$ cat src/rtl/bd2_pkg.sv
`timescale 1ns / 1ps
package bd2_pkg;

   localparam int MAX_COLS_DEF = 4096;

   localparam int PIX_W      = 8;
   localparam int SUM_W      = 9;           // sum of one horizontal pair
   localparam int BOX_W      = SUM_W + 2;   // 2x2 sum plus rounding
   localparam int ROW_W      = 16;
   localparam int CFG_COLS_W = 13;
   localparam int CFG_ROWS_W = 16;
   localparam int CSR_DATA_W = 16;
   localparam int CSR_IDX_W  = 1;

   localparam int COLS_RESET = 640;
   localparam int ROWS_RESET = 480;

   localparam logic [CSR_IDX_W-1:0] CSR_IMAGE_COLS = 1'd0;
   localparam logic [CSR_IDX_W-1:0] CSR_IMAGE_ROWS = 1'd1;

   typedef struct packed {
      logic wr;     // store pair sum of an even row
      logic rd;     // fetch pair sum for an odd row, result follows
      logic last;   // block is the frame's last output
   } scan_ctl_type;

endpackage

$ cat src/rtl/bd2_scan.sv
`timescale 1ns / 1ps
module bd2_scan #(
   parameter int MAX_COLS = bd2_pkg::MAX_COLS_DEF,
   parameter int IDX_W    = (MAX_COLS / 2 > 1) ? $clog2(MAX_COLS / 2) : 1
) (
   input  logic                           clock,
   input  logic                           reset,
   input  logic                           csr_we,
   input  logic [bd2_pkg::CSR_IDX_W-1:0]  csr_index,
   input  logic [bd2_pkg::CSR_DATA_W-1:0] csr_wdata,
   input  logic                           fire,
   input  logic [bd2_pkg::PIX_W-1:0]      pixel,
   output bd2_pkg::scan_ctl_type          ctl,
   output logic [IDX_W-1:0]               line_idx,
   output logic [bd2_pkg::SUM_W-1:0]      pair_sum
);

   localparam int CNT_W   = $clog2(MAX_COLS);
   localparam int COLS_W  = $clog2(MAX_COLS + 1);
   localparam int WIDE_W  = (COLS_W > bd2_pkg::CFG_COLS_W) ? COLS_W : bd2_pkg::CFG_COLS_W;
   localparam int COLS_RST = (bd2_pkg::COLS_RESET > MAX_COLS) ? MAX_COLS
                                                              : bd2_pkg::COLS_RESET;
   localparam int ROW_W   = bd2_pkg::ROW_W;

   // effective sizes, zero read as one, width capped at MAX_COLS
   logic [COLS_W-1:0] cols_ff, cols_in;
   logic [ROW_W-1:0]  rows_ff, rows_in;

   logic [CNT_W-1:0]         col_ff, col_in;
   logic [ROW_W-1:0]         row_ff, row_in;
   logic [bd2_pkg::PIX_W-1:0] held_ff, held_in;

   logic [bd2_pkg::CFG_COLS_W-1:0] cols_raw;
   logic [WIDE_W-1:0]              cols_raw_wide;
   logic [COLS_W-1:0]              col_w, cols_even;
   logic [ROW_W-1:0]               rows_even;
   logic                           in_pair, col_wrap, row_wrap;

   always_comb begin
      cols_raw      = csr_wdata[bd2_pkg::CFG_COLS_W-1:0];
      cols_raw_wide = WIDE_W'(cols_raw);
      cols_in       = cols_ff;
      rows_in       = rows_ff;
      if (csr_we) begin
         case (csr_index)
            bd2_pkg::CSR_IMAGE_COLS: begin
               if (cols_raw == '0) begin
                  cols_in = COLS_W'(1);
               end else if (cols_raw_wide > WIDE_W'(MAX_COLS)) begin
                  cols_in = COLS_W'(MAX_COLS);
               end else begin
                  cols_in = COLS_W'(cols_raw_wide);
               end
            end
            bd2_pkg::CSR_IMAGE_ROWS: begin
               if (csr_wdata[bd2_pkg::CFG_ROWS_W-1:0] == '0) begin
                  rows_in = ROW_W'(1);
               end else begin
                  rows_in = csr_wdata[bd2_pkg::CFG_ROWS_W-1:0];
               end
            end
            default: begin
               cols_in = cols_ff;
               rows_in = rows_ff;
            end
         endcase
      end
   end

   always_comb begin
      col_w     = COLS_W'(col_ff);
      cols_even = {cols_ff[COLS_W-1:1], 1'b0};
      rows_even = {rows_ff[ROW_W-1:1], 1'b0};
      in_pair   = col_ff[0] && (col_w < cols_even);
      col_wrap  = ((COLS_W + 1)'(col_w) + (COLS_W + 1)'(1)) >= (COLS_W + 1)'(cols_ff);
      row_wrap  = ((ROW_W + 1)'(row_ff) + (ROW_W + 1)'(1)) >= (ROW_W + 1)'(rows_ff);

      pair_sum  = bd2_pkg::SUM_W'(held_ff) + bd2_pkg::SUM_W'(pixel);
      line_idx  = IDX_W'(col_ff >> 1);

      ctl.wr    = fire && in_pair && !row_ff[0];
      ctl.rd    = fire && in_pair && row_ff[0] && (row_ff < rows_even);
      ctl.last  = (col_w == cols_even - COLS_W'(1)) && (row_ff == rows_even - ROW_W'(1));

      col_in  = col_ff;
      row_in  = row_ff;
      held_in = held_ff;
      if (fire) begin
         if (!col_ff[0]) begin
            held_in = pixel;
         end
         if (col_wrap) begin
            col_in = '0;
            row_in = row_wrap ? '0 : row_ff + ROW_W'(1);
         end else begin
            col_in = col_ff + CNT_W'(1);
         end
      end
   end

   always_ff @(posedge clock) begin
      if (reset) begin
         cols_ff <= COLS_W'(COLS_RST);
         rows_ff <= ROW_W'(bd2_pkg::ROWS_RESET);
         col_ff  <= '0;
         row_ff  <= '0;
         held_ff <= '0;
      end else begin
         cols_ff <= cols_in;
         rows_ff <= rows_in;
         col_ff  <= col_in;
         row_ff  <= row_in;
         held_ff <= held_in;
      end
   end

endmodule

$ cat config.mk
export PLATFORM = sky130hd
export DESIGN_NAME = bd2_scan
export DESIGN_NICKNAME = d
export VERILOG_FILES = /design/src/rtl/bd2_pkg.sv /design/src/rtl/bd2_scan.sv
export SDC_FILE = /design/constraint.sdc
export NUM_CORES = 1
export LEC_CHECK = 0
export ABC_CLOCK_PERIOD_IN_PS = 4300
export BUFFER_PORTS_ARGS = -buffer_cell sky130_fd_sc_hd__buf_2
export CORE_UTILIZATION = 55
export DETAILED_ROUTE_END_ITERATION = 16
export GPL_TIMING_DRIVEN = 1
export PLACE_DENSITY = 0.76
export SKIP_LAST_GASP = 1
export SLEW_MARGIN = 10
export SYNTH_ARGS = -nofsm -noshare
export SYNTH_HDL_FRONTEND = slang
export SYNTH_SLANG_ARGS = --single-unit
$ cat constraint.sdc
create_clock -name clock -period 4.3 [get_ports clock]
set_input_delay 0.645 -clock clock [delete_from_list [all_inputs] [get_ports clock]]
set_output_delay 0.645 -clock clock [all_outputs]
set_load 0.01 [all_outputs]
==> results_tabular.tex, run 1 <==
\begin{tabular}{lr}
\hline
Metric & Value \\
\hline
\multicolumn{2}{l}{\textbf{Timing}} \\
\quad Count of endpoints failing setup in the final report & 0 \\
\quad Min setup slack post-route & 383 ps \\
\quad Unrepaired setup endpoints after global routing & no \\
\quad Final number of max-transition violations & 0 \\
\quad Final worst path period need & 3920 ps \\
\quad Final period utilization & 0.911 \\
\quad Tightest slew margin relative to the limit & 0.467 \\
\quad Transition time at the pin with the least slew margin & 799 ps \\
\quad Final hold viol count & 0 \\
\quad Final total negative setup slack & 0 ps \\
\quad Clock tree skew after final layout & 14.4 ps \\
\quad FMAX & 0.255 GHz \\
\multicolumn{2}{l}{\textbf{Worst hold path}} \\
\quad Hold path startpoint & held\_ff[5] \\
\quad Hold Path Class & reg -> reg \\
\quad Endpoint of the worst hold path & held\_ff[5] \\
\quad Number of instances on the worst hold path & 2 \\
\multicolumn{2}{l}{\textbf{Worst setup path}} \\
\quad Worst setup path category & reg -> reg \\
\quad Sort of element at the end of the critical path & flop \\
\quad Data arrival time at the worst-slack endpoint & 4150 ps \\
\quad Worst R2R End & row\_ff[4] \\
\quad FF-to-FF Start & row\_ff[1] \\
\quad CP Launch Type & flop \\
\quad Largest fanout on the critical path & 21 \\
\quad Worst R2R Setup Slack & 380 ps \\
\quad Data required time at the worst endpoint & 4540 ps \\
\quad Cell count of the worst reg-to-reg path & 13 \\
\multicolumn{2}{l}{\textbf{Floorplanning}} \\
\quad Placeable core area & 9770 um2 \\
\quad Die extent in y & 102 um \\
\quad Width of the chip & 102 um \\
\quad Die area & 10500 um2 \\
\quad Number of core rows & 36 \\
\quad Starting density of the core & 0.566 \\
\quad Ports placed on the boundary & 52 \\
\multicolumn{2}{l}{\textbf{Placed design}} \\
\quad Detailed placer's ending HPWL & 10700 um \\
\quad Total of buffers placed on input and output ports & 51 \\
\quad Post-placement worst setup slack & 169 ps \\
\quad Placer's final routability congestion estimate & 1.09 \\
\multicolumn{2}{l}{\textbf{Logic synthesis}} \\
\quad Warnings, synthesis & 0 \\
\quad Share of flip-flops with an asynchronous set or reset after synthesis & 0 \\
\quad Count of state elements after synthesis & 65 \\
\quad Biggest area contributors in the synthesized netlist & sky130\_fd\_sc\_hd\_\_dfxtp\_1 24\%, sky130\_fd\_sc\_hd\_\_ha\_1 15\%, sky130\_fd\_sc\_hd\_\_xnor2\_1 6.0\% \\
\quad Cell type with the highest aggregate area in the netlist & sky130\_fd\_sc\_hd\_\_dfxtp\_1 \\
\quad Count of mapped cells out of synthesis & 709 \\
\quad Most numerous cell types in the synthesized netlist & 78 x sky130\_fd\_sc\_hd\_\_nand2\_1, 67 x sky130\_fd\_sc\_hd\_\_ha\_1, 66 x sky130\_fd\_sc\_hd\_\_a21oi\_1 \\
\quad Number of synthesized flops with an enable pin & 0 \\
\quad Synth unique cells & 62 \\
\quad Cell Area, Synth & 5530 um2 \\
\quad Avg Inst Size Synth & 7.81 um2 \\
\quad Mapped Nets & 806 \\
\quad Most frequently used cell type in the post-synthesis netlist & sky130\_fd\_sc\_hd\_\_nand2\_1 \\
\quad Synth top area share & 0.235 \\
\quad Sequential cell area fraction in the yosys report & 0.235 \\
\quad Most instantiated flip-flop cell in the synthesis netlist & sky130\_fd\_sc\_hd\_\_dfxtp\_1 \\
\multicolumn{2}{l}{\textbf{Detailed routing}} \\
\quad WL final & 13800 um \\
\quad Vias & 5186 \\
\quad Number of DRC violations after detailed-routing iteration 0 & 298 \\
\quad Iteration count of the initial detailed-routing pass & 5 \\
\quad Remaining DRCs & 0 \\
\quad Routed wirelength normalized by instance count & 16.0 um \\
\quad Via/cell ratio & 6.02 \\
\quad Count of nets left with antenna violations after detail routing & 0 \\
\multicolumn{2}{l}{\textbf{Clocking}} \\
\quad Clk sinks & 65 \\
\quad Cell at the root of the clock tree & sky130\_fd\_sc\_hd\_\_clkbuf\_8 \\
\quad Number of CTS-inserted buffers & 9 \\
\quad Max H-tree Level & 3 \\
\quad Clock tree from TritonCTS & yes \\
\quad Number of buffers inserted by hold repair at cts & 0 \\
\quad Insertion delay of the later-clocked pin in the worst-skew pair & 350 ps \\
\quad Post-CTS setup buffer count & 0 \\
\quad PostCTS Resize Cnt & 0 \\
\quad Clock buffer depth & 2 \\
\quad Reg clk slew, reported paths & 70 ps \\
\multicolumn{2}{l}{\textbf{GRT}} \\
\quad GR Util All Layers & 0.279 \\
\quad Vias in the first global route & 4720 \\
\quad GRT met3 Usage & 0.0527 \\
\quad GR Layer Usage met2 & 0.446 \\
\quad Initial antenna violation count & 0 \\
\quad Total global routing overflow & 0 \\
\quad Routing layer with the top usage in global route & met2 \\
\quad Largest net degree at the start of global routing & 41 \\
\quad Global-route wire length before repair & 22800 um \\
\quad Met1 Use GR & 0.387 \\
\multicolumn{2}{l}{\textbf{Power}} \\
\quad Total power per unit cell area & 246 nW/um2 \\
\quad Static leakage & 0.00254 uW \\
\quad Worst vdd rail ir drop & 0.186 mV \\
\quad Post-route total power & 1450 uW \\
\multicolumn{2}{l}{\textbf{Layout}} \\
\quad Ant diodes & 0 \\
\quad Post-layout net count & 823 \\
\quad Proportion of layout cells with a drive suffix above 1 & 0.119 \\
\quad Syn-to-layout area delta & 6.83\% \\
\multicolumn{2}{l}{\textbf{Flow run}} \\
\quad MaxCap Viol Count & 0 \\
\multicolumn{2}{l}{\textbf{Outcome}} \\
\quad Run status & finished, final reports clean \\
\hline
\end{tabular}
-- critical path: stages (launching register included) --
cell and delay [ps]:
sky130_fd_sc_hd__dfxtp_1 420, sky130_fd_sc_hd__ha_1 290, sky130_fd_sc_hd__nand3_1 250, sky130_fd_sc_hd__nor3_4 400, sky130_fd_sc_hd__nand4_1 240, sky130_fd_sc_hd__xnor2_1 230
sky130_fd_sc_hd__ha_1 270, sky130_fd_sc_hd__nand4_1 140, sky130_fd_sc_hd__nor2_1 60, sky130_fd_sc_hd__a211oi_1 220, sky130_fd_sc_hd__a21boi_0 250, sky130_fd_sc_hd__nor2_2 700
sky130_fd_sc_hd__nand4b_1 190, sky130_fd_sc_hd__o311ai_0 130
-- per-stage QoR --
step / hold WS [ps] / utilization / cell area [um2] / instances
floorplan: 440 / - / 5530 / 709
global placement: 447 / 0.586 / 5730 / 848
detailed placement: 453 / 0.586 / 5730 / 848
CTS: 463 / 0.605 / 5910 / 862
global route: 486 / 0.605 / 5910 / 862
finish: 461 / 0.605 / 5910 / 862
-- cell type report --
| cell class | count | area, um2 |
|---|---|---|
| Timing Repair Buffer | 55 | 285 |
| Sequential cell | 65 | 1300 |
| Multi-Input combinational cell | 558 | 3840 |
| Clock buffer | 11 | 141 |
| Tap cell | 133 | 166 |
| Inverter | 37 | 139 |
| Fill cell | 892 | 3860 |
| Clock inverter | 3 | 42.5 |
-- power by group --
group	total, uW	internal (uW)	switching [uW]
sequential	659	624	34.3
combinational	288	121	167
clock	508	276	231
total	1450	1020	433
-- sequential cells by signal (all words and copies together) (netlist names) --
signal   flops
rows_ff     16
col_ff      12
row_ff      16
held_ff      8
cols_ff     13
-- how the worst max path moves through the flow --
stage / start / endpoint / slack [ps] / cells past startpoint
2_1_floorplan: row_ff[1] / row_ff[13] / 1250 / 14
5_1_grt: row_ff[1] / row_ff[13] / 130 / 13
3_3_place_gp: row_ff[1] / row_ff[2] / 450 / 13
6_report: row_ff[1] / row_ff[4] / 380 / 13
4_1_cts: row_ff[1] / row_ff[8] / 140 / 13
3_5_place_dp: row_ff[1] / row_ff[2] / 170 / 13
-- cell families after synthesis --
family          count (synthesis)  synth area share
flops                          65             0.235
xor+xnor                       63            0.0997
compound gates                149             0.168
simple gates                  275             0.265
buf+inv                        86            0.0721
mux                             2           0.00362
fa+ha+maj                      69             0.157
-- per-layer routing --
layer	vias up	share of wire
li1	2547	-
met1	2423	0.47
met2	203	0.45
met3	13	0.066
met4	0	0.0095
met5	-	0
-- cells in the final DEF, fill, tap and decap left out, types with 10 or more instances in the layout --
cell type / count
sky130_fd_sc_hd__a21oi_1: 66
sky130_fd_sc_hd__a22oi_1: 11
sky130_fd_sc_hd__and3_1: 15
sky130_fd_sc_hd__buf_2: 51
sky130_fd_sc_hd__clkbuf_8: 10
sky130_fd_sc_hd__dfxtp_1: 65
sky130_fd_sc_hd__ha_1: 67
sky130_fd_sc_hd__inv_1: 36
sky130_fd_sc_hd__nand2_1: 78
sky130_fd_sc_hd__nand3_1: 39
sky130_fd_sc_hd__nand3b_1: 11
sky130_fd_sc_hd__nand4_1: 11
sky130_fd_sc_hd__nor2_1: 47
sky130_fd_sc_hd__nor3_1: 11
sky130_fd_sc_hd__nor4_1: 13
sky130_fd_sc_hd__o21ai_0: 29
sky130_fd_sc_hd__xnor2_1: 38
sky130_fd_sc_hd__xor2_1: 25
Note: power is estimated with default switching activity, not from simulation.
==> inputs of run 2 (changes only) <==
--- a/config.mk
+++ b/config.mk
@@ -11,6 +11,7 @@
 export DETAILED_ROUTE_END_ITERATION = 16
 export GPL_TIMING_DRIVEN = 1
 export PLACE_DENSITY = 0.76
+export RECOVER_POWER = 25
 export SKIP_LAST_GASP = 1
 export SLEW_MARGIN = 10
 export SYNTH_ARGS = -nofsm -noshare
==> results_tabular.tex, run 2 (synthesized netlist as in run 1, its figures left out) <==
\begin{tabular}{lr}
\hline
Metric & Value \\
\hline
\multicolumn{2}{l}{\textbf{Outcome}} \\
\quad Run status & finished, final reports clean (unchanged) \\
\multicolumn{2}{l}{\textbf{Power}} \\
\quad Worst vdd rail ir drop & 0.186 mV (about the same) \\
\quad Post-route total power & 1450 uW (about the same) \\
\quad Total power per unit cell area & 246 nW/um2 (about the same) \\
\quad Static leakage & 0.00252 uW (was 0.00254 uW) \\
\multicolumn{2}{l}{\textbf{Layout}} \\
\quad Syn-to-layout area delta & 6.74\% (was 6.83\%) \\
\quad Post-layout net count & 823 (unchanged) \\
\quad Most common library cell in the layout ignoring fill and taps & sky130\_fd\_sc\_hd\_\_nand2\_1 (unchanged) \\
\quad Design Area, Final & 5910 um2 (about the same) \\
\quad Multi-input gate area & 3840 um2 (unchanged) \\
\quad Commonest cells after routing, fill and taps aside & 78 x sky130\_fd\_sc\_hd\_\_nand2\_1, 67 x sky130\_fd\_sc\_hd\_\_ha\_1, 66 x sky130\_fd\_sc\_hd\_\_a21oi\_1, 65 x sky130\_fd\_sc\_hd\_\_dfxtp\_1 (was 78 x sky130\_fd\_sc\_hd\_\_nand2\_1, 67 x sky130\_fd\_sc\_hd\_\_ha\_1, 66 x sky130\_fd\_sc\_hd\_\_a21oi\_1, 65 x sky130\_fd\_sc\_hd\_\_dfxtp\_1, 51 x sky130\_fd\_sc\_hd\_\_buf\_2) \\
\quad Ant diodes & 0 (unchanged) \\
\quad Count of placed standard cells in the final layout, fillers left out & 862 (unchanged) \\
\quad Registers with the highest flip-flop counts & row\_ff: 16 flops, rows\_ff: 16 flops, cols\_ff: 13 flops (unchanged) \\
\quad Proportion of layout cells with a drive suffix above 1 & 0.114 (was 0.119) \\
\quad Final-layout fill cell count & 895 (was 892) \\
\quad Area of all sequential standard cells & 1300 um2 (unchanged) \\
\multicolumn{2}{l}{\textbf{Worst setup path}} \\
\quad Worst R2R Setup Slack & 360 ps (was 380 ps) \\
\quad Data required time at the worst endpoint & 4570 ps (was 4540 ps) \\
\quad CP Launch Type & flop (unchanged) \\
\quad FF-to-FF Start & row\_ff[1] (unchanged) \\
\quad Timing endpoint of the critical path & row\_ff[2] (was row\_ff[4]) \\
\quad Timing startpoint of the critical path & row\_ff[1] (unchanged) \\
\quad Worst R2R End & row\_ff[2] (was row\_ff[4]) \\
\quad Sort of element at the end of the critical path & flop (unchanged) \\
\quad Worst setup path category & reg -> reg (unchanged) \\
\quad Standard cell with the maximum stage delay on the critical path & sky130\_fd\_sc\_hd\_\_nor2\_2 (unchanged) \\
\quad Worst stage delay on the critical path & 700 ps (about the same) \\
\quad Data arrival time at the worst-slack endpoint & 4210 ps (was 4150 ps) \\
\quad Chain of cells forming the critical path & ha\_1 -> nand3\_1 -> nor3\_4 -> nand4\_1 -> xnor2\_1 -> ha\_1 -> nand4\_1 -> nor2\_1 -> a211oi\_1 -> a21boi\_0 -> nor2\_2 -> nand4b\_1 -> a31oi\_1 (was ha\_1 -> nand3\_1 -> nor3\_4 -> nand4\_1 -> xnor2\_1 -> ha\_1 -> nand4\_1 -> nor2\_1 -> a211oi\_1 -> a21boi\_0 -> nor2\_2 -> nand4b\_1 -> o311ai\_0) \\
\quad Cell count of the worst reg-to-reg path & 13 (unchanged) \\
\quad Largest fanout on the critical path & 21 (unchanged) \\
\multicolumn{2}{l}{\textbf{Clocking}} \\
\quad Reg clk slew, reported paths & 70 ps (about the same) \\
\quad Max H-tree Level & 3 (unchanged) \\
\quad Number of buffers inserted by hold repair at cts & 0 (unchanged) \\
\quad Cell at the root of the clock tree & sky130\_fd\_sc\_hd\_\_clkbuf\_8 (unchanged) \\
\quad Insertion delay of the later-clocked pin in the worst-skew pair & 350 ps (about the same) \\
\quad Number of CTS-inserted buffers & 9 (unchanged) \\
\quad PostCTS Resize Cnt & 0 (unchanged) \\
\quad Post-CTS setup buffer count & 0 (unchanged) \\
\quad Clk sinks & 65 (unchanged) \\
\quad Clock buffer depth & 2 (unchanged) \\
\quad Clock tree from TritonCTS & yes (unchanged) \\
\multicolumn{2}{l}{\textbf{Detailed routing}} \\
\quad Number of DRC violations after detailed-routing iteration 0 & 303 (was 298) \\
\quad Remaining DRCs & 0 (unchanged) \\
\quad Vias & 5186 (unchanged) \\
\quad Iteration count of the initial detailed-routing pass & 5 (unchanged) \\
\quad Routed wirelength normalized by instance count & 16.1 um (was 16.0 um) \\
\quad Count of nets left with antenna violations after detail routing & 0 (unchanged) \\
\quad Via/cell ratio & 6.02 (unchanged) \\
\quad WL final & 13800 um (about the same) \\
\multicolumn{2}{l}{\textbf{Timing}} \\
\quad Final total negative setup slack & 0 ps (unchanged) \\
\quad Final period utilization & 0.915 (was 0.911) \\
\quad Final hold viol count & 0 (unchanged) \\
\quad Count of endpoints failing setup in the final report & 0 (unchanged) \\
\quad Transition time at the pin with the least slew margin & 805 ps (was 799 ps) \\
\quad Min setup slack post-route & 364 ps (was 383 ps) \\
\quad Clock tree skew after final layout & 14.1 ps (was 14.4 ps) \\
\quad Final number of max-transition violations & 0 (unchanged) \\
\quad FMAX & 0.254 GHz (was 0.255 GHz) \\
\quad Final worst path period need & 3940 ps (was 3920 ps) \\
\quad Unrepaired setup endpoints after global routing & no (unchanged) \\
\quad Tightest slew margin relative to the limit & 0.463 (was 0.467) \\
\multicolumn{2}{l}{\textbf{GRT}} \\
\quad Global-route wire length before repair & 22800 um (unchanged) \\
\quad Vias in the first global route & 4720 (unchanged) \\
\quad Largest net degree at the start of global routing & 41 (unchanged) \\
\quad Total global routing overflow & 0 (unchanged) \\
\quad Initial antenna violation count & 0 (unchanged) \\
\quad GR Util All Layers & 0.279 (unchanged) \\
\multicolumn{2}{l}{\textbf{Placed design}} \\
\quad Instance area after placement & 5730 um2 (unchanged) \\
\quad Placer's final routability congestion estimate & 1.09 (unchanged) \\
\quad DP Cell Count & 848 (unchanged) \\
\quad Total of buffers placed on input and output ports & 51 (unchanged) \\
\quad Post-placement worst setup slack & 169 ps (unchanged) \\
\quad Detailed placer's ending HPWL & 10700 um (unchanged) \\
\multicolumn{2}{l}{\textbf{Floorplanning}} \\
\quad Placeable core area & 9770 um2 (unchanged) \\
\quad Starting density of the core & 0.566 (unchanged) \\
\quad Die area & 10500 um2 (unchanged) \\
\quad Width of the chip & 102 um (unchanged) \\
\quad Die extent in y & 102 um (unchanged) \\
\quad Ports placed on the boundary & 52 (unchanged) \\
\quad Number of core rows & 36 (unchanged) \\
\multicolumn{2}{l}{\textbf{Flow run}} \\
\quad MaxCap Viol Count & 0 (unchanged) \\
\multicolumn{2}{l}{\textbf{Worst hold path}} \\
\quad Hold Path Class & reg -> reg (unchanged) \\
\hline
\end{tabular}
-- run 2: cell count changes in the layout (fill, tap and decap cells not counted) --
cell,before,now
sky130_fd_sc_hd__buf_2,51,47
sky130_fd_sc_hd__clkbuf_1,1,5
sky130_fd_sc_hd__and2_0,0,1
sky130_fd_sc_hd__and2_1,2,1
-- run 2: routing by layer --
layer | wire (um) | track usage | up-vias
met5 | 0 | 0 | -
li1 | - | - | 2541
met1 | 6480 | 0.387 | 2419
met3 | 965 | 0.0527 | 19
met4 | 152 | 0.0681 | 0
met2 | 6240 | 0.446 | 207
-- run 2: worst min-delay path by stage --
stage | start | end | slack (ps) | cells after the start
2_1_floorplan | held_ff[0] | held_ff[0] | 440 | 2
3_3_place_gp | held_ff[0] | held_ff[0] | 450 | 2
3_5_place_dp | held_ff[3] | held_ff[3] | 450 | 2
4_1_cts | held_ff[3] | held_ff[3] | 460 | 2
5_1_grt | held_ff[0] | held_ff[0] | 490 | 2
6_report | held_ff[5] | held_ff[5] | 460 | 2
-- run 2: report_power, final --
| part | switching, uW | leakage, uW | internal (uW) |
|---|---|---|---|
| Clock | 231 | 0.0000913 | 276 |
| Combinational | 168 | 0.00190 | 120 |
| Sequential | 34.4 | 0.000529 | 624 |
| Total | 433 | 0.00252 | 1020 |
-- run 2: cell type report --
type | count | share of cell area
Timing Repair Buffer | 55 | 0.0474
Tap cell | 133 | 0.0282
Sequential cell | 65 | 0.220
Inverter | 37 | 0.0235
Clock buffer | 11 | 0.0239
Clock inverter | 3 | 0.00720
Multi-Input combinational cell | 558 | 0.649
-- run 2: stage by stage --
| step | util | hold slack (ps) |
|---|---|---|
| 2_1_floorplan | - | 440 |
| 3_3_place_gp | 0.586 | 447 |
| 3_5_place_dp | 0.586 | 453 |
| 4_1_cts | 0.605 | 463 |
| 5_1_grt | 0.604 | 486 |
| 6_report | 0.604 | 461 |
-- run 2: worst max-delay path: cells and delay by family (launching register included) --
family          cells  cell delay [ps]
compound gates      3              680
xor+xnor            1              230
fa+ha+maj           2              570
flops               1              420
simple gates        7             1950
